==> config.mk <==
export PLATFORM = sky130hd
export DESIGN_NAME = ffha_table
export DESIGN_NICKNAME = d
export VERILOG_FILES = /design/src/rtl/ffha_pkg.sv /design/src/rtl/ffha_table.sv
export SDC_FILE = /design/constraint.sdc
export NUM_CORES = 2
export LEC_CHECK = 0
export BUFFER_PORTS_ARGS = -buffer_cell sky130_fd_sc_hd__buf_2
export CAP_MARGIN = 20
export CORE_MARGIN = 2
export CORE_UTILIZATION = 50
export CTS_CLUSTER_SIZE = 12
export DETAILED_ROUTE_END_ITERATION = 8
export GPL_TIMING_DRIVEN = 0
export PLACE_DENSITY = 0.73
export SLEW_MARGIN = 20
export SYNTH_ARGS = -nofsm -noshare
export SYNTH_HDL_FRONTEND = slang
export SYNTH_MEMORY_MAX_BITS = 65536
export SYNTH_SLANG_ARGS = --single-unit
==> constraint.sdc <==
create_clock -name clk -period 9.6 [get_ports clk]
set_input_delay 2.88 -clock clk [delete_from_list [all_inputs] [get_ports clk]]
set_output_delay 2.88 -clock clk [all_outputs]
set_load 0.02 [all_outputs]
==> src/rtl/ffha_pkg.sv <==
// Shared constants, codes and types of the first-fit heap allocator.
package ffha_pkg;

  localparam int MAX_CHUNKS    = 64;
  // Alignment of user addresses; must be a power of two.
  localparam int ALIGN_BYTES_P = 16;
  localparam int HEADER_BYTES  = 24;
  localparam int ADDR_BITS     = 32;

  localparam int WORD_W = 32;
  localparam int IDX_W  = (MAX_CHUNKS > 1) ? $clog2(MAX_CHUNKS) : 1;
  localparam int CNT_W  = $clog2(MAX_CHUNKS + 1);
  localparam int CFG_IDX_W = 1;

  localparam logic [WORD_W-1:0] ADDR_MASK =
    (ADDR_BITS >= WORD_W) ? {WORD_W{1'b1}} : WORD_W'((64'd1 << ADDR_BITS) - 64'd1);
  localparam logic [WORD_W:0] ALIGN_MASK = (WORD_W+1)'(ALIGN_BYTES_P - 1);
  localparam logic [WORD_W:0] HEADER_W   = (WORD_W+1)'(HEADER_BYTES);
  localparam logic [CNT_W-1:0] MAX_CNT   = CNT_W'(MAX_CHUNKS);

  localparam logic [CFG_IDX_W-1:0] CFG_HEAP_START = 1'b0;
  localparam logic [CFG_IDX_W-1:0] CFG_HEAP_END   = 1'b1;

  typedef enum logic [1:0] {
    REQ_ALLOC   = 2'd0,
    REQ_RELEASE = 2'd1,
    REQ_RESIZE  = 2'd2,
    REQ_ARRAY   = 2'd3
  } req_t;

  typedef enum logic [2:0] {
    ST_OK        = 3'd0,
    ST_ZERO      = 3'd1,
    ST_EXHAUSTED = 3'd2,
    ST_FULL      = 3'd3,
    ST_DOUBLE    = 3'd4,
    ST_UNKNOWN   = 3'd5
  } status_t;

  typedef struct packed {
    logic [WORD_W-1:0] user_addr;
    logic [WORD_W-1:0] size;
    logic              free;
  } entry_t;

  localparam int ENTRY_W = $bits(entry_t);

endpackage

==> src/rtl/ffha_table.sv <==
// Chunk table memory: one write port, one registered read port.
module ffha_table (
  input  logic                       clk,
  input  logic                       we,
  input  logic [ffha_pkg::IDX_W-1:0] waddr,
  input  ffha_pkg::entry_t           wdata,
  input  logic [ffha_pkg::IDX_W-1:0] raddr,
  output ffha_pkg::entry_t           rdata
);

  ffha_pkg::entry_t mem [ffha_pkg::MAX_CHUNKS];
  ffha_pkg::entry_t rdata_r;

  always_ff @(posedge clk) begin
    if (we) begin
      mem[waddr] <= wdata;
    end
    rdata_r <= mem[raddr];
  end

  assign rdata = rdata_r;

endmodule

==> summary.txt <==
Place
  • DP HPWL: 349,000 µm
  • Routability Congestion: 0.832
  • Buffers added on ports: 136
  • DP Worst Slack: 2.46 ns

Timing
  • Setup repair after global routing missed its margin: false
  • Final setup vio count: 0
  • Worst slew pin tran: 1.39 ns
  • Max Clock Freq: 150 MHz
  • Tcrit/Tclk final: 0.694
  • Final min period: 6.66 ns
  • Max-slew violation count: 0
  • Layout Skew: 0.0463 ns
  • Endpoints failing hold: 0
  • Slew Limit Headroom: 0.0760
  • PnR worst setup slack: 2.94 ns

Floorplan
  • Die ar.: 0.321 mm²
  • # rows: 206
  • Height of the die: 567 µm
  • Core area: 0.315 mm²
  • Top-level I/O count: 144
  • Die width: 567 µm
  • Initial core utilization: 0.503

Setup path
  • Most frequent CP cell: buf_2
  • Worst R2R Start: mem[43][31]
  • CP peak stage delay: 1.05 ns
  • Arrival @ worst endpoint: 7.55 ns
  • Reg2reg setup slack: 6.82 ns
  • Worst Path Buf+Inv: 4
  • RR Endpoint: rdata[31]
  • CP top delay family: buffers and inverters
  • Worst reg2reg path depth: 4
  • Critical path class: in2reg
  • Worst-path fanout max: 12
  • Crit path capture type: flop
  • Req. time, crit path: 10.49 ns
  • CP cell instances: buf_2 > clkbuf_1 > nor2b_1 > buf_2 > buf_1 > a22oi_1 > nand3b_1 > o211a_1
  • Startpoint Class: input port
  • Slowest cell on the critical path: buf_2

Finish
  • Seq. cell area: 0.126 mm²
  • Commonest non-fill, non-tap cell in the layout: edfxtp_1
  • Most frequent cells in the layout: edfxtp_1 (4,160), mux4_2 (1,040), clkbuf_16 (421), buf_2 (285), a22oi_1 (260)
  • Syn-to-layout area delta: 16.7%
  • Layout cell share with drive strength beyond 1: 0.304
  • Multi-input gate area: 0.0307 mm²
  • Final Util: 0.587
  • FILL cells: 21,000
  • Final net count: 7,588

CTS
  • CTS max path bufs: 4
  • Root buffer cell: clkbuf_16
  • CTS Buf Count: 418
  • CTS H-tree lvls: 5
  • Clock sink count: 4,225
  • TritonCTS clock tree: yes
  • Post-CTS Setup Inserts: 0
  • Cts repair resizes: 0
  • Post-CTS Hold Buffers: 0
  • Skew-Pair Late Insertion Delay: 1.01 ns
  • Clk pin slew, worst setup/hold paths: 0.06 ns

Detailed routing
  • Vias per cell: 7.21
  • Post-DRT Antenna Nets: 0
  • Drt total wl: 544,000 µm
  • Drt drc: 1
  • DR iter-0 viols: 17,800
  • Pre-antenna DRT Iters: 8
  • Drt wl/cell: 45.3 µm
  • Routed vias: 86,600

Synth
  • Syn Area/Cell: 24.0 µm²
  • Library cells used by synthesis: 27
  • Post-synth EDFFs: 4,160
  • FFs w/ async S/R, synth: 0
  • Yosys warns: 0
  • Mapped Cells: 6,606
  • Syn nets: 6,685
  • Sequential fraction of the synthesis area: 0.797
  • Synth Flop Type: edfxtp_1
  • Synth Register Bits: 4,225
  • Netlist Area Pre-Place: 0.158 mm²

Power and ir drop
  • Pwr dens: 205 mW/mm²
  • Static leakage: 57.9 nW
  • VDD IR max: 0.161 mV

Outcome
  • Outcome: complete, but fails checks
  • Violated checks: DRC

Global route
  • Initial antenna violation count: 61
  • Total GRT Usage: 0.335
  • First-pass GRT wire length: 722,000 µm
  • Total congestion overflow: 0
  • Largest net degree at the start of global routing: 65
  • Vias in the first global route: 84,500

Flow run
  • Max Cap Violations: 0

Worst hold path
  • Worst min-delay path endpoint: rdata[50]
  • Hold depth: 4
  • Hold WC Path Type: reg2reg
  • Hold path start: mem[23][50]
flip-flops by register name, indices dropped and copies added (netlist names):
name,flops
rdata,65
mem,4160
worst min-delay path: cells and delay by family, from the launching register on:
kind,cells,cell delay [ns]
DFF,1,0.32
and+or+nand+nor,1,0.08
muxes,1,0.23
AOI/OAI and AO/OA,2,0.23
cell families after synthesis:
group / synth area share
compound gates: 0.0272
buf+inv: 0.0120
flops: 0.797
mux: 0.154
simple gates: 0.00911
through the flow:
stage | hold slack, ns | cells | area, µm² | setup TNS, ns | power [W]
final | 0.875 | 12000 | 185000 | 0 | 0.0380
after floorplan | 0.780 | 6606 | 158000 | 0 | 0.0218
after detailed placement | 0.866 | 11200 | 172000 | 0 | 0.0229
after CTS | 0.867 | 11900 | 184000 | 0 | 0.0378
after global routing | 0.904 | 12000 | 185000 | 0 | 0.0386
after global placement | 0.869 | 10900 | 164000 | -9985.11 | 0.0228
final cells by class:
class,count,area share
Antenna cell,79,0.00107
Multi-Input combinational cell,2004,0.166
Clock buffer,571,0.0606
Timing Repair Buffer,483,0.0452
Sequential cell,4225,0.683
Buffer,377,0.0106
Tap cell,4160,0.0282
Clock inverter,116,0.00542
Yosys cell counts (all sizes together) (4+ instances only):
cell type / number / area share
o221ai: 46 / 0.0025
nand2b: 9 / 0.00036
nor2: 112 / 0.0027
clkbuf: 120 / 0.0028
mux4: 1040 / 0.15
a22oi: 260 / 0.012
o211a: 65 / 0.0041
mux2i: 103 / 0.0065
nand2: 8 / 0.00019
a211oi: 65 / 0.0031
edfxtp: 4160 / 0.79
nand3: 115 / 0.0036
nand3b: 25 / 0.0012
or3b: 4 / 0.00022
nor2b: 9 / 0.00036
dfxtp: 65 / 0.0082
o22ai: 130 / 0.0051
buf: 257 / 0.0092
how the worst max path moves through the flow:
stage | startpoint | endpoint | slack [ns] | cells past startpoint
final | raddr[3] | rdata[31] | 2.94 | 8
after global routing | raddr[3] | rdata[31] | 3.05 | 8
after CTS | raddr[3] | rdata[40] | 3.49 | 8
after detailed placement | raddr[3] | rdata[40] | 2.46 | 8
after global placement | waddr[3] | mem[48][1] | -6.55 | 4
after floorplan | waddr[3] | mem[48][0] | 1.21 | 4
power breakdown:
| group | leakage [nW] | internal [W] | switching [W] |
|---|---|---|---|
| clock network | 5.91 | 0.00826 | 0.00701 |
| registers | 38.0 | 0.0204 | 0.0000464 |
| logic | 14.0 | 0.000688 | 0.00152 |
| total | 57.9 | 0.0294 | 0.00858 |
routing by layer:
metal | wire [µm] | global-route usage | part of all wire
met5 | 163 | 0 | 0.00030
met3 | 91700 | 0.131 | 0.17
met1 | 160000 | 0.402 | 0.29
met4 | 50200 | 0.247 | 0.092
met2 | 241000 | 0.495 | 0.44
Note: power is estimated with default switching activity, not from simulation.
