==> config.mk <==
export PLATFORM = sky130hd
export DESIGN_NAME = ffha_mul
export DESIGN_NICKNAME = d
export VERILOG_FILES = /design/src/rtl/ffha_pkg.sv /design/src/rtl/ffha_mul.sv
export SDC_FILE = /design/constraint.sdc
export NUM_CORES = 2
export LEC_CHECK = 0
export BUFFER_PORTS_ARGS = -buffer_cell sky130_fd_sc_hd__buf_2
export CAP_MARGIN = 10
export CELL_PAD_IN_SITES_DETAIL_PLACEMENT = 0
export CELL_PAD_IN_SITES_GLOBAL_PLACEMENT = 2
export CORE_MARGIN = 4
export CORE_UTILIZATION = 39
export DETAILED_ROUTE_END_ITERATION = 6
export PLACE_DENSITY = 0.84
export SYNTH_ARGS = -nofsm -noshare
export SYNTH_HDL_FRONTEND = slang
export SYNTH_SLANG_ARGS = --single-unit
==> constraint.sdc <==
create_clock -name clk -period 7.03 [get_ports clk]
set_input_delay 0.703 -clock clk [delete_from_list [all_inputs] [get_ports clk]]
set_output_delay 0.703 -clock clk [all_outputs]
set_load 0.05 [all_outputs]
==> src/rtl/ffha_pkg.sv <==
// Shared constants, codes and types of the first-fit heap allocator.
package ffha_pkg;

  localparam int MAX_CHUNKS    = 64;
  // Alignment of user addresses; must be a power of two.
  localparam int ALIGN_BYTES_P = 16;
  localparam int HEADER_BYTES  = 24;
  localparam int ADDR_BITS     = 32;

  localparam int WORD_W = 32;
  localparam int IDX_W  = (MAX_CHUNKS > 1) ? $clog2(MAX_CHUNKS) : 1;
  localparam int CNT_W  = $clog2(MAX_CHUNKS + 1);
  localparam int CFG_IDX_W = 1;

  localparam logic [WORD_W-1:0] ADDR_MASK =
    (ADDR_BITS >= WORD_W) ? {WORD_W{1'b1}} : WORD_W'((64'd1 << ADDR_BITS) - 64'd1);
  localparam logic [WORD_W:0] ALIGN_MASK = (WORD_W+1)'(ALIGN_BYTES_P - 1);
  localparam logic [WORD_W:0] HEADER_W   = (WORD_W+1)'(HEADER_BYTES);
  localparam logic [CNT_W-1:0] MAX_CNT   = CNT_W'(MAX_CHUNKS);

  localparam logic [CFG_IDX_W-1:0] CFG_HEAP_START = 1'b0;
  localparam logic [CFG_IDX_W-1:0] CFG_HEAP_END   = 1'b1;

  typedef enum logic [1:0] {
    REQ_ALLOC   = 2'd0,
    REQ_RELEASE = 2'd1,
    REQ_RESIZE  = 2'd2,
    REQ_ARRAY   = 2'd3
  } req_t;

  typedef enum logic [2:0] {
    ST_OK        = 3'd0,
    ST_ZERO      = 3'd1,
    ST_EXHAUSTED = 3'd2,
    ST_FULL      = 3'd3,
    ST_DOUBLE    = 3'd4,
    ST_UNKNOWN   = 3'd5
  } status_t;

  typedef struct packed {
    logic [WORD_W-1:0] user_addr;
    logic [WORD_W-1:0] size;
    logic              free;
  } entry_t;

  localparam int ENTRY_W = $bits(entry_t);

endpackage

==> src/rtl/ffha_mul.sv <==
// Registered 32 x 32 multiplier for the array size product.
module ffha_mul (
  input  logic                          clk,
  input  logic                          start,
  input  logic [ffha_pkg::WORD_W-1:0]   a,
  input  logic [ffha_pkg::WORD_W-1:0]   b,
  output logic [2*ffha_pkg::WORD_W-1:0] prod
);

  logic [2*ffha_pkg::WORD_W-1:0] prod_r;

  always_ff @(posedge clk) begin
    if (start) begin
      prod_r <= {{ffha_pkg::WORD_W{1'b0}}, a} * {{ffha_pkg::WORD_W{1'b0}}, b};
    end
  end

  assign prod = prod_r;

endmodule

==> key figures <==
Run status
  • Status: finished, violations left
  • Violated checks: negative setup slack

Min path
  • Worst Hold Class: in2reg
  • Hold EP: prod[53]
  • HP Start: start
  • Worst hold stages: 2

Placed design
  • Routability-driven placement congestion ratio: 0.861
  • Port buffer count: 129
  • Pre-CTS setup slack: -1020 ps
  • Hpwl dp: around 86,000 µm
  • Placed insts: roughly 5,200

Floorplanning
  • Rows: 110
  • Die W: just over 300 µm
  • Die height: ~310 µm
  • I/O Pins: between 100 and 150
  • Core area: between 80,000 and 90,000 µm²
  • Die area: ~95,000 µm²
  • Effective utilization at floorplan: roughly two fifths

Cells and area
  • Nets: 5,307
  • Final Non-Filler Cells: ~5,300
  • Area occupied by multi-input gates: 30,400 µm²
  • Share of cells above drive strength 1: between 20 and 25%
  • Number of flip-flops in the largest register: 64
  • Fillers: approximately 8,600
  • Sequential Area: 1920 µm²
  • Final core utilization: between 40% and 50%
  • Synthesis-to-finish area growth: 19.5%

Routing
  • Via count: roughly 26,000
  • ANT nets after route: 0
  • DRT Wirelength: 98,200 µm
  • DRT Pass-1 Iters: 5
  • Wire per inst: 18.7 µm
  • Initial DRC Count: ~1,000
  • Post-route DRC: 0
  • Vias per cell: between 4 and 5

CTS
  • CTS H-tree lvls: 3
  • CTS clk-pin slew, worst paths: 70 ps
  • CTS root buf: clkbuf_16
  • Clk sinks: between 60 and 70
  • Clock Tree Buf Depth: 2
  • Post-CTS Hold Buffers: 0
  • CTS tree: yes
  • CTS buffer count: 9

Worst setup path
  • Worst-path cell chain: buf_12 > and2_4 > fa_1 > inv_1 > fa_1 > inv_2 > fa_1 > inv_1 > fa_1 > inv_2 > fa_1 > fa_1 > fa_2 > fa_1 > ha_1 > nand4_1 > or4_4 > or3_4 > a31oi_1 > buf_4 > a31o_4 > a211oi_4 > o21ai_2 > xor2_1
  • Crit path largest cell delay: approximately 590 ps
  • Buffers and inverters on the worst path: 6
  • Largest driver fanout on the critical path: 8
  • Startpoint Class: primary input
  • Crit path kind: in2reg
  • Worst endpoint required time: about 7100 ps
  • Crit path arrival time: between 7000 and 8000 ps
  • Critical path's most frequent cell: fa_1
  • CP Launch Point: b[18]
  • Element type at the critical path end: flip-flop
  • Delay-heaviest family, CP: adder cells
  • Crit-path slowest cell: fa_2

Synth
  • Ys flop type: edfxtp_1
  • Distinct cells, synth: between 50 and 60
  • Synth Instances: about 3,700
  • Asr flop ratio synth: 0%
  • Syn_area_per_cell: ~9.4 µm²
  • Post-Syn Nets: about 5,000
  • Cell Area, Synth: 35,300 µm²
  • Synth warn: 0
  • Register area share after synthesis: 5.44%
  • Number of synthesized flops with an enable pin: between 60 and 70
  • Yosys reg bits: between 60 and 70

Timing
  • Max_slew headroom: approximately two fifths
  • Final Hold Fails: 0
  • Fmax: roughly 0.13 GHz
  • Final setup margin: -397 ps
  • Fin crit period: between 7000 and 8000 ps
  • Max-slew violations: 0
  • RSZ-0062 raised after global routing: true
  • Final period util: 106%
  • Tightest Pin Transition: 875 ps
  • Setup-failing EPs final: 25

Global route
  • Initial antenna violation count: 4
  • First-pass GRT wire length: 158,000 µm
  • GR Overflow Total: 0
  • Gr usage total: between 20% and 30%
  • Pin count of the biggest net entering global routing: between 60 and 70
  • Number of global-route vias before repair: about 28,000

Flow run
  • Number of max-cap violations: 0
-- cell usage in the layout, fill, tap and decap left out, drive strengths merged, types with 4 or more instances in the layout --
master and count:
fa 896, inv 868, and2 602, buf 536
nand2 480, ha 263, a21oi 66, edfxtp 64
a21o 40, xnor2 35, o21ai 26, xor2 25
nand4 23, nor2 20, and3 14, clkbuf 14
a31oi 12, o21bai 11, nand3 10, o21a 9
nor3 7, o31ai 5, a221o 4, a221oi 4
-- cells in the mapped netlist (3+ instances only) --
cell type | count | area share (%)
a211oi_1 | 3 | 0.064
a21boi_1 | 3 | 0.064
a21o_1 | 40 | 0.85
a21oi_1 | 63 | 0.89
a21oi_2 | 3 | 0.074
a221o_1 | 4 | 0.11
a221oi_4 | 3 | 0.22
a31oi_1 | 12 | 0.21
and2_1 | 602 | 11
and3_1 | 14 | 0.25
and4_1 | 3 | 0.074
buf_2 | 6 | 0.085
clkbuf_1 | 213 | 2.3
edfxtp_1 | 64 | 5.4
fa_1 | 896 | 51
ha_1 | 263 | 9.3
inv_1 | 865 | 9.2
nand2_1 | 480 | 5.1
nand3_1 | 10 | 0.14
nand4_1 | 23 | 0.41
nor2_1 | 20 | 0.21
nor3_1 | 7 | 0.099
o21a_1 | 9 | 0.19
o21ai_0 | 21 | 0.30
o21ai_1 | 5 | 0.071
o21bai_1 | 10 | 0.21
o221ai_1 | 3 | 0.074
o31ai_4 | 3 | 0.18
or2_2 | 3 | 0.053
or3_1 | 3 | 0.053
or4_1 | 3 | 0.064
xnor2_1 | 35 | 0.87
xor2_1 | 25 | 0.62
-- how the worst max path moves through the flow --
stage | endpoint | slack [ps] | depth (start not counted)
5_1_grt | prod[62] | -600 | 24
3_5_place_dp | prod[62] | -1020 | 23
3_3_place_gp | prod[63] | -990 | 25
6_report | prod[62] | -400 | 24
4_1_cts | prod[59] | -420 | 25
2_1_floorplan | prod[62] | -330 | 26
-- final cells by class --
class / count / area share [%]
multi-input cells: 2599 / 72.2
repair buffers: 543 / 11.3
inverters: 865 / 7.70
flip-flops and latches: 64 / 4.56
well taps: 1176 / 3.49
clock buffers: 9 / 0.534
clock inverters: 7 / 0.297
diodes: 3 / 0.0178
-- cell families (layout without fill, tap and decap cells) --
logic type,after synthesis,after routing,synth area share (%)
fa+ha+maj,1159,1159,60.1
mux,1,1,0.0283
flops,64,64,5.44
buf+inv,1085,1424,11.6
other cells,0,3,0
xor+xnor,60,60,1.49
compound gates,202,202,4.08
simple gates,1177,1177,17.3
-- per-layer routing --
layer / vias up / routed length (µm) / track usage, %
li1: 11600 / - / -
met1: 13400 / 39700 / 27.1
met2: 458 / 51900 / 39.2
met3: 150 / 3170 / 2.03
met4: 2 / 3410 / 5.97
met5: - / 7 / 0
-- per-stage QoR --
stage / hold slack, ps / TNS (ps) / instance area (µm²)
after floorplan: 815 / -2580 / 35700
after global placement: 1240 / -28890 / 39700
after detailed placement: 1240 / -29860 / 39700
after CTS: 1100 / -7650 / 41300
after global routing: 1130 / -9930 / 42200
final: 1070 / -5520 / 42200
-- what timing repair did --
item / 4_1_cts / 5_1_grt
pin swaps: 139 / 174
setup buffers: 29 / 12
cloned: 3 / 1
setup endpoints to repair: 38 / 38
resized for setup: 259 / 214
Power is not shown: default switching activity piles up to over one toggle a cycle in this logic, so the estimate is an artifact.
