===== src/rtl/ffha_pkg.sv =====
// Shared constants, codes and types of the first-fit heap allocator.
package ffha_pkg;

  localparam int MAX_CHUNKS    = 64;
  // Alignment of user addresses; must be a power of two.
  localparam int ALIGN_BYTES_P = 16;
  localparam int HEADER_BYTES  = 24;
  localparam int ADDR_BITS     = 32;

  localparam int WORD_W = 32;
  localparam int IDX_W  = (MAX_CHUNKS > 1) ? $clog2(MAX_CHUNKS) : 1;
  localparam int CNT_W  = $clog2(MAX_CHUNKS + 1);
  localparam int CFG_IDX_W = 1;

  localparam logic [WORD_W-1:0] ADDR_MASK =
    (ADDR_BITS >= WORD_W) ? {WORD_W{1'b1}} : WORD_W'((64'd1 << ADDR_BITS) - 64'd1);
  localparam logic [WORD_W:0] ALIGN_MASK = (WORD_W+1)'(ALIGN_BYTES_P - 1);
  localparam logic [WORD_W:0] HEADER_W   = (WORD_W+1)'(HEADER_BYTES);
  localparam logic [CNT_W-1:0] MAX_CNT   = CNT_W'(MAX_CHUNKS);

  localparam logic [CFG_IDX_W-1:0] CFG_HEAP_START = 1'b0;
  localparam logic [CFG_IDX_W-1:0] CFG_HEAP_END   = 1'b1;

  typedef enum logic [1:0] {
    REQ_ALLOC   = 2'd0,
    REQ_RELEASE = 2'd1,
    REQ_RESIZE  = 2'd2,
    REQ_ARRAY   = 2'd3
  } req_t;

  typedef enum logic [2:0] {
    ST_OK        = 3'd0,
    ST_ZERO      = 3'd1,
    ST_EXHAUSTED = 3'd2,
    ST_FULL      = 3'd3,
    ST_DOUBLE    = 3'd4,
    ST_UNKNOWN   = 3'd5
  } status_t;

  typedef struct packed {
    logic [WORD_W-1:0] user_addr;
    logic [WORD_W-1:0] size;
    logic              free;
  } entry_t;

  localparam int ENTRY_W = $bits(entry_t);

endpackage


===== src/rtl/ffha_cmp.sv =====
// Scan compare unit: first-fit test or address lookup against one table entry.
module ffha_cmp (
  input  logic                        find_mode,
  input  ffha_pkg::entry_t            ent,
  input  logic [ffha_pkg::WORD_W-1:0] key_addr,
  input  logic [ffha_pkg::WORD_W-1:0] key_size,
  output logic                        hit
);

  always_comb begin
    if (find_mode) begin
      hit = (ent.user_addr == key_addr);
    end else begin
      hit = ent.free && (ent.size >= key_size);
    end
  end

endmodule


===== config.mk =====
export PLATFORM = sky130hd
export DESIGN_NAME = ffha_cmp
export DESIGN_NICKNAME = d
export VERILOG_FILES = /design/src/rtl/ffha_pkg.sv /design/src/rtl/ffha_cmp.sv
export SDC_FILE = /design/constraint.sdc
export NUM_CORES = 1
export LEC_CHECK = 0
export BUFFER_PORTS_ARGS = -buffer_cell sky130_fd_sc_hd__buf_2
export CAP_MARGIN = 40
export CORE_UTILIZATION = 36
export DETAILED_ROUTE_END_ITERATION = 8
export PLACE_DENSITY = 0.92
export SYNTH_ARGS = -nofsm -noshare
export SYNTH_HDL_FRONTEND = slang
export SYNTH_SLANG_ARGS = --single-unit

===== constraint.sdc =====
create_clock -name vclk -period 2.1
set_input_delay 0.21 -clock vclk [all_inputs]
set_output_delay 0.21 -clock vclk [all_outputs]
set_load 0.05 [all_outputs]

==> summary.txt, run 1 <==
status - finished clean
Antenna diodes - 0
Comb pwr share - 1.000
Power, Total - 0.3479 mW
CP max stage delay - 0.32 ns
number of global-route vias before repair - 1456
hold slack - 0.9594 ns
mux cell area share after synthesis - 0
post-synthesis sequential area ratio - 0
Synth Warn # - 0
CP Capture Type - primary output
vias per std cell - 4.616
MaxCap Viol Count - 0
Worst Path Required - 1.89 ns
register area - 0 µm²
Max FO, Critical Path - 2
crit-path leading delay family - compound AO/OA/AOI/OAI gates
share of layout cells above drive strength 1 - 0.4948
type of the worst min-delay path - in2out
worst path bufs/invs - 2
compound-cell area share of the yosys netlist - 0.1690
Synth Area in XOR/XNOR - 0.2365
Setup Fix Bufs, Post-CTS - 0
drt first-iter violations - 11
startpoint types - primary input
Synth area leaders - ha_1 34%, xor2_1 23%, inv_1 11%, a21oi_1 4.2%, nor4_1 4.2%
DPL Wire Length - 3249 µm
setup TNS - 0 ns
DIE WIDTH - 59.37 µm
Setup-failing EPs final - 0
all-layer global routing usage - 0.1854
initial core utilization - 0.3850
Placeable Area - 3078 µm²
Pre-antenna DRT Iters - 4
initial antenna violation count - 0
Synth Cell Area - 1185 µm²
pwr/cell area - 177.4 nW/µm²
largest family of logic cells by synthesized area - adder cells
CP max-delay cell - a221o_1
Synth Area in Simple Gates - 0.1489
Lkg Pwr - 1.189 nW
dpl cell area - 1903 µm²
most instantiated cells after synthesis - 34 x inv_1, 32 x ha_1, 31 x xor2_1
Int Power - 0.1973 mW
Max VDD drop - 0.08719 mV
Setup CP Type - in2out
standard-cell rows - 20
Flop pwr share - 0
Remaining DRCs - 0
biggest area consumer among synthesized cells - ha_1
worst-margin pin slew - 0.3117 ns
maximum clock rate - 0.4940 GHz
final hold violation count - 0
worst endpoint data arrival time - 1.81 ns
Synth Net Count - 317
Buffers on Ports - 131
total routed wirelength - 3474 µm
Synth cell types - 28
most common cell in the synthesized netlist - inv_1
Mapped Avg Cell Area - 7.644 µm²
clock share of power - 0
sw frac - 0.4328
wire length per cell - 10.50 µm
gpl congestion - 0.7377
CP Cell Sequence - buf_2 > ha_4 > a21o_1 > a221oi_2 > o31ai_2 > a221o_1 > a31o_1 > buf_6
DIE AREA - 3525 µm²
largest net degree at the start of global routing - 4
Tmin final - 2.024 ns
IO Pins - 131
first-pass GRT wire length - 5202 µm
FF+latch count - 0
part of the cycle the worst path needs - 0.9640
share of the synthesized area in the top cell type - 0.3379
Layout area overhead - 65.47%
Post-DRT Antenna Nets - 0
final instance area - 1961 µm²
Overflow after GRT - 0
Layout Nets - 451
RSZ-0062 raised after global routing - false
hold_buf cts - 0
Filler Cell Count - 288
CLK BUF - 0
Switch Pwr - 0.1505 mW
Cells after Synth - 155
max-slew violations - 0
fin util - 0.6370
vias after detailed routing - 1528
Max-slew headroom - 0.7903
Post-Synth Adder-Cell Area - 0.3379
die height - 59.37 µm
layout make-up:
class | count | area (µm²) | area share
tap | 44 | 55.05 | 0.02808
inverter | 34 | 127.6 | 0.06509
multi-input combinational | 121 | 1102 | 0.5622
timing repair buffer | 132 | 675.6 | 0.3446
repair_timing:
action                                  CTS  global route
endpoints found under the hold margin     0             0
resized for setup                         3             7
cloned                                    0             0
endpoints found under the setup margin    1             1
pin swaps                                 4             6
path summary, 6_finish.rpt:
kind,startpoint,depth (start not counted),end
setup / recovery,ent[6],8,hit
hold / removal,ent[0],5,hit
cells by family (layout without fill, tap and decap cells):
group / Yosys count / in the layout
buffers and inverters: 34 / 166
adders and majority gates: 32 / 32
xor gates and xnor gates: 32 / 32
and+or+nand+nor: 31 / 31
AOI/OAI and AO/OA: 26 / 26
metal layers:
metal,vias up,GRT usage,part of all wire
li1,802,-,-
met1,657,0.1625,0.34
met2,67,0.4270,0.56
met3,2,0.02402,0.085
met4,0,0.02381,0.0086
met5,-,0,0
layout by cell type (no fill, tap or decap), types with 3 or more instances in the layout:
master / Yosys / routed
ha_4: 0 / 3
o21a_1: 3 / 3
ha_1: 32 / 29
a21oi_1: 10 / 10
nand3_1: 4 / 4
nand2_1: 6 / 6
buf_2: 0 / 129
nor4_1: 8 / 8
xor2_1: 31 / 31
inv_1: 34 / 32
nand4_1: 5 / 5
stage by stage:
step	setup slack (ns)	cells
final	0.07561	331
after global routing	0.002401	331
after CTS	0.001091	331
after detailed placement	-0.05488	331
after global placement	-0.01538	331
after floorplan	0.1753	155
power by group through the flow:
| stage | Clock (mW) | Sequential (mW) | Combinational, mW |
|---|---|---|---|
| floorplan | 0 | 0 | 0.170 |
| global route | 0 | 0 | 0.392 |
| detailed placement | 0 | 0 | 0.335 |
| finish | 0 | 0 | 0.348 |
| CTS | 0 | 0 | 0.341 |
| global placement | 0 | 0 | 0.322 |
Note: power is estimated with default switching activity, not from simulation.
==> run 2: changes to the inputs <==
--- a/config.mk
+++ b/config.mk
@@ -12,2 +12,3 @@
 export PLACE_DENSITY = 0.92
+export SLEW_MARGIN = 5
 export SYNTH_ARGS = -nofsm -noshare
==> constraint.sdc (replaced) <==
create_clock -name vclk -period 2.2
set_input_delay 0.22 -clock vclk [all_inputs]
set_output_delay 0.22 -clock vclk [all_outputs]
set_load 0.1 [all_outputs]
==> run 2 against run 1 <==
- cell count stayed put
- sequential share of layout area stayed put
- critical endpoint unchanged
- largest cell class unchanged
- utilization is 0.81 points lower
- highest routed layer is now met3
- clock-buffer cell count stayed put
==> summary.txt, run 2 (synthesized netlist as in run 1, its figures left out) <==
status - finished clean (unchanged)
hold depth - 5 (unchanged)
beginning of the critical path - ent[8] (was ent[6])
Remaining DRCs - 0 (unchanged)
gpl congestion - 0.7345 (was 0.7377)
hold_buf cts - 0 (unchanged)
type of the worst min-delay path - in2out (unchanged)
worst-margin pin slew - 0.3306 ns (was 0.3117 ns)
Max-slew headroom - 0.7775 (was 0.7903)
die height - 59.37 µm (unchanged)
commonest non-fill, non-tap cell in the layout - buf_2 (unchanged)
Layout Nets - 451 (unchanged)
Antenna diodes - 0 (unchanged)
share of layout cells above drive strength 1 - 0.4774 (was 0.4948)
CP Cell Sequence - buf_2 > ha_1 > and2_1 > a221oi_2 > o31ai_2 > a221o_1 > a31o_1 > buf_12 (was buf_2 > ha_4 > a21o_1 > a221oi_2 > o31ai_2 > a221o_1 > a31o_1 > buf_6)
total routed wirelength - 3272 µm (was 3474 µm)
worst path bufs/invs - 2 (unchanged)
Buffers on Ports - 131 (unchanged)
vias per std cell - 4.589 (was 4.616)
Lkg Pwr - 1.190 nW (was 1.189 nW)
final hold violation count - 0 (unchanged)
part of the cycle the worst path needs - 0.9638
pwr/cell area - 169.1 nW/µm² (was 177.4 nW/µm²)
DPL Wire Length - 3112 µm (was 3249 µm)
CP endpoint - hit (unchanged)
Tmin final - 2.120 ns
fin util - 0.6289 (was 0.6370)
CP max stage delay - 0.34 ns (was 0.32 ns)
met3 Usage GRT - 0.01528 (was 0.02402)
Max VDD drop - 0.08033 mV (was 0.08719 mV)
Worst Path Required - 1.98 ns (was 1.89 ns)
worst endpoint data arrival time - 1.90 ns (was 1.81 ns)
Setup CP Type - in2out (unchanged)
grt met2 use - 0.3949 (was 0.4270)
initial antenna violation count - 0 (unchanged)
vias after detailed routing - 1519 (was 1528)
Placeable Area - 3078 µm² (unchanged)
CLK BUF - 0 (unchanged)
GRT Max-Usage Layer - met2 (unchanged)
CP Capture Type - primary output (unchanged)
all-layer global routing usage - 0.1722 (was 0.1854)
dpl cell area - 1903 µm² (unchanged)
number of global-route vias before repair - 1367 (was 1456)
largest net degree at the start of global routing - 4 (unchanged)
drt first-iter violations - 13 (was 11)
Filler Cell Count - 291 (was 288)
startpoint types - primary input (unchanged)
setup TNS - 0 ns (unchanged)
initial core utilization - 0.3850 (unchanged)
maximum clock rate - 0.4716 GHz
MaxCap Viol Count - 0 (unchanged)
standard-cell rows - 20 (unchanged)
Setup-failing EPs final - 0 (unchanged)
Overflow after GRT - 0 (unchanged)
max-slew violations - 0 (unchanged)
DIE WIDTH - 59.37 µm (unchanged)
IO Pins - 131 (unchanged)
register area - 0 µm² (unchanged)
first-pass GRT wire length - 4857 µm (was 5202 µm)
CP Depth - 8 (unchanged)
final instance area - 1936 µm² (was 1961 µm²)
Layout area overhead - 63.36% (was 65.47%)
wire length per cell - 9.885 µm (was 10.50 µm)
Multi-input gate area - 1075 µm² (was 1102 µm²)
crit-path leading delay family - compound AO/OA/AOI/OAI gates (unchanged)
FF+latch count - 0 (unchanged)
Post-DRT Antenna Nets - 0 (unchanged)
DIE AREA - 3525 µm² (unchanged)
met1 Usage GRT - 0.1625 (unchanged)
most frequent cells in the layout - 130 x buf_2, 34 x inv_1, 31 x xor2_1, 31 x ha_1, 10 x a21oi_1 (was 129 x buf_2, 32 x inv_1, 31 x xor2_1)
CP max-delay cell - a221o_1 (unchanged)
Max FO, Critical Path - 2 (unchanged)
Pre-antenna DRT Iters - 4 (unchanged)
-- run 2: changes by cell type in the layout (fill, tap and decap cells not counted) --
cell / change
and2_1: +1
buf_12: +1
inv_1: +2
inv_2: -2
buf_6: -2
buf_2: +1
ha_1: +2
ha_4: -2
and2_4: -1
-- run 2: cell type report --
type,instances,area share
inverters,34,0.06593
multi-input cells,121,0.5553
well taps,44,0.02844
repair buffers,132,0.3504
-- run 2: where the power goes --
| group | internal [mW] | leakage [nW] | switching (mW) |
|---|---|---|---|
| sequential | 0 | 0 | 0 |
| clock | 0 | 0 | 0 |
| combinational | 0.184 | 1.19 | 0.143 |
| total | 0.184 | 1.19 | 0.143 |
-- run 2: stage by stage --
step / setup slack, ns / hold slack (ns) / total power, mW / instances
after detailed placement: -0.05301 / 1.145 / 0.3215 / 331
after global placement: -0.01757 / 1.150 / 0.3115 / 331
after global routing: -0.01501 / 1.110 / 0.3706 / 331
final: 0.07958 / 1.057 / 0.3273 / 331
after floorplan: 0.08593 / 1.075 / 0.1656 / 155
after CTS: 0.03306 / 1.053 / 0.3251 / 331
-- run 2: worst min path at each step --
stage	from	slack, ns	to
after CTS	ent[0]	1.05	hit
after global placement	find_mode	1.15	hit
final	ent[0]	1.06	hit
after global routing	find_mode	1.11	hit
after detailed placement	find_mode	1.14	hit
after floorplan	find_mode	1.08	hit
-- run 2: per-layer routing --
metal	vias to the layer above	wire (µm)
li1	803	-
met1	649	1184
met2	67	1812
met3	0	275
met4	0	0
met5	-	0
-- run 2: what timing repair did --
item | CTS | global route
buffers inserted | 0 | 0
pin swaps | 0 | 5
gates resized for setup | 2 | 4
endpoints found under the setup margin | 1 | 1
==> run 3: changes to the inputs <==
- CORE_UTILIZATION: 36 -> 39
- PLACE_DENSITY: 0.92 -> 0.95
- clock period: 2.2 -> 2.5 ns (I/O delays scaled with it)
==> run 3 against run 2 <==
- the run now ends with DRC left
- die area shrank 7.4%
- global-route usage grew 2.8 points
- setup slack better by 0.11 ns
- largest cell class unchanged
- largest power group unchanged
- highest routed layer is now met4
==> summary.txt, run 3 (synthesized netlist as in run 1, its figures left out) <==
hold_buf cts - 0 (unchanged)
FF+latch count - 0 (unchanged)
RSZ-0062 raised after global routing - false
Max VDD drop - 0.08554 mV (was 0.08033 mV)
Tmin final - 2.307 ns
startpoint types - primary input (unchanged)
number of global-route vias before repair - 1445 (was 1367)
Power, Total - 0.2841 mW (was 0.3273 mW)
Pre-antenna DRT Iters - 6 (was 4)
setup TNS - 0 ns (unchanged)
GRT Max-Usage Layer - met2 (unchanged)
pwr/cell area - 151.1 nW/µm² (was 169.1 nW/µm²)
non-filler cells in the finished layout - 317 (was 331)
Placeable Area - 2829 µm² (was 3078 µm²)
initial antenna violation count - 0 (unchanged)
all-layer global routing usage - 0.2001 (was 0.1722)
maximum clock rate - 0.4334 GHz
vias after detailed routing - 1539 (was 1519)
hold slack - 1.214 ns (was 1.057 ns)
violated checks - DRC
CLK BUF - 0 (unchanged)
Lkg Pwr - 1.180 nW (was 1.190 nW)
type of the worst min-delay path - in2out (unchanged)
most frequent cells in the layout - 131 x buf_2, 34 x inv_1, 32 x ha_1 (was 130 x buf_2, 34 x inv_1, 31 x xor2_1, 31 x ha_1, 10 x a21oi_1)
Worst Path Required - 2.25 ns (was 1.98 ns)
commonest non-fill, non-tap cell in the layout - buf_2 (unchanged)
standard-cell rows - 19 (was 20)
CP endpoint - hit (unchanged)
Post-CTS Resized - 0 (was 2)
status - finished with violations (was finished clean)
Layout Nets - 450 (was 451)
part of the cycle the worst path needs - 0.9229
max-slew violations - 0 (unchanged)
beginning of the critical path - ent[8] (unchanged)
CP Capture Type - primary output (unchanged)
Max FO, Critical Path - 2 (unchanged)
pre-CTS setup slack - 0.1818 ns (was -0.05301 ns)
Filler Cell Count - 237 (was 291)
Antenna diodes - 0 (unchanged)
register area - 0 µm² (unchanged)
MaxCap Viol Count - 0 (unchanged)
Remaining DRCs - 20 (was 0)
Layout area overhead - 58.61% (was 63.36%)
total routed wirelength - 3427 µm (was 3272 µm)
drt first-iter violations - 62 (was 13)
vias per std cell - 4.855 (was 4.589)
final instance area - 1879 µm² (was 1936 µm²)
DIE AREA - 3263 µm² (was 3525 µm²)
worst endpoint data arrival time - 2.06 ns (was 1.90 ns)
die height - 57.12 µm (was 59.37 µm)
worst-margin pin slew - 0.4947 ns (was 0.3306 ns)
dpl cell area - 1879 µm² (was 1903 µm²)
Overflow after GRT - 0 (unchanged)
Post-DRT Antenna Nets - 0 (unchanged)
met1 Usage GRT - 0.1786 (was 0.1625)
Setup-failing EPs final - 0 (unchanged)
DIE WIDTH - 57.12 µm (was 59.37 µm)
Final WS setup - 0.1929 ns (was 0.07958 ns)
gpl congestion - 0.7336 (was 0.7345)
fin util - 0.6643 (was 0.6289)
Setup CP Type - in2out (unchanged)
grt met2 use - 0.4672 (was 0.3949)
Max-slew headroom - 0.6725 (was 0.7775)
Buffers on Ports - 131 (unchanged)
first-pass GRT wire length - 5299 µm (was 4857 µm)
IO Pins - 131 (unchanged)
share of layout cells above drive strength 1 - 0.4685 (was 0.4774)
Setup Fix Bufs, Post-CTS - 0 (unchanged)
Placed Cells - 317 (was 331)
wire length per cell - 10.81 µm (was 9.885 µm)
initial core utilization - 0.4188 (was 0.3850)
final hold violation count - 0 (unchanged)
DPL Wire Length - 3289 µm (was 3112 µm)
met3 Usage GRT - 0.01587 (was 0.01528)
largest net degree at the start of global routing - 4 (unchanged)
==> run 3: changes by cell type in the layout (fill, tap and decap cells not counted) <==
| cell | before | now |
|---|---|---|
| buf_12 | 1 | 0 |
| buf_2 | 130 | 131 |
| buf_4 | 1 | 0 |
| ha_1 | 31 | 32 |
| ha_4 | 1 | 0 |
| o31ai_1 | 0 | 1 |
| o31ai_2 | 1 | 0 |
==> run 3: cell type report <==
type / instances / area (µm²) / share of cell area
inverters: 34 / 127.6 / 0.06791
multi-input cells: 121 / 1057 / 0.5626
well taps: 31 / 38.79 / 0.02064
repair buffers: 131 / 655.6 / 0.3489
==> run 3: worst min-delay path by stage <==
stage / end / start / depth (start not counted)
floorplan: hit / find_mode / 3
global placement: hit / find_mode / 5
detailed placement: hit / find_mode / 5
CTS: hit / find_mode / 5
global route: hit / find_mode / 5
finish: hit / find_mode / 5
==> run 3: worst max-delay path: stages <==
cell,delay [ns]
buf_2,0.10
ha_1,0.32
and2_1,0.19
a221oi_2,0.25
o31ai_1,0.12
a221o_1,0.32
a31o_1,0.21
buf_2,0.29
==> run 3: power by group <==
group	switching (mW)	leakage, nW	total [mW]	internal, mW
clock	0	0	0	0
sequential	0	0	0	0
combinational	0.127	1.18	0.284	0.157
==> run 3: metal layers <==
metal | up-vias | wire length [µm]
met4 | 0 | 44
met5 | - | 0
li1 | 800 | -
met3 | 6 | 313
met1 | 655 | 1118
met2 | 78 | 1951
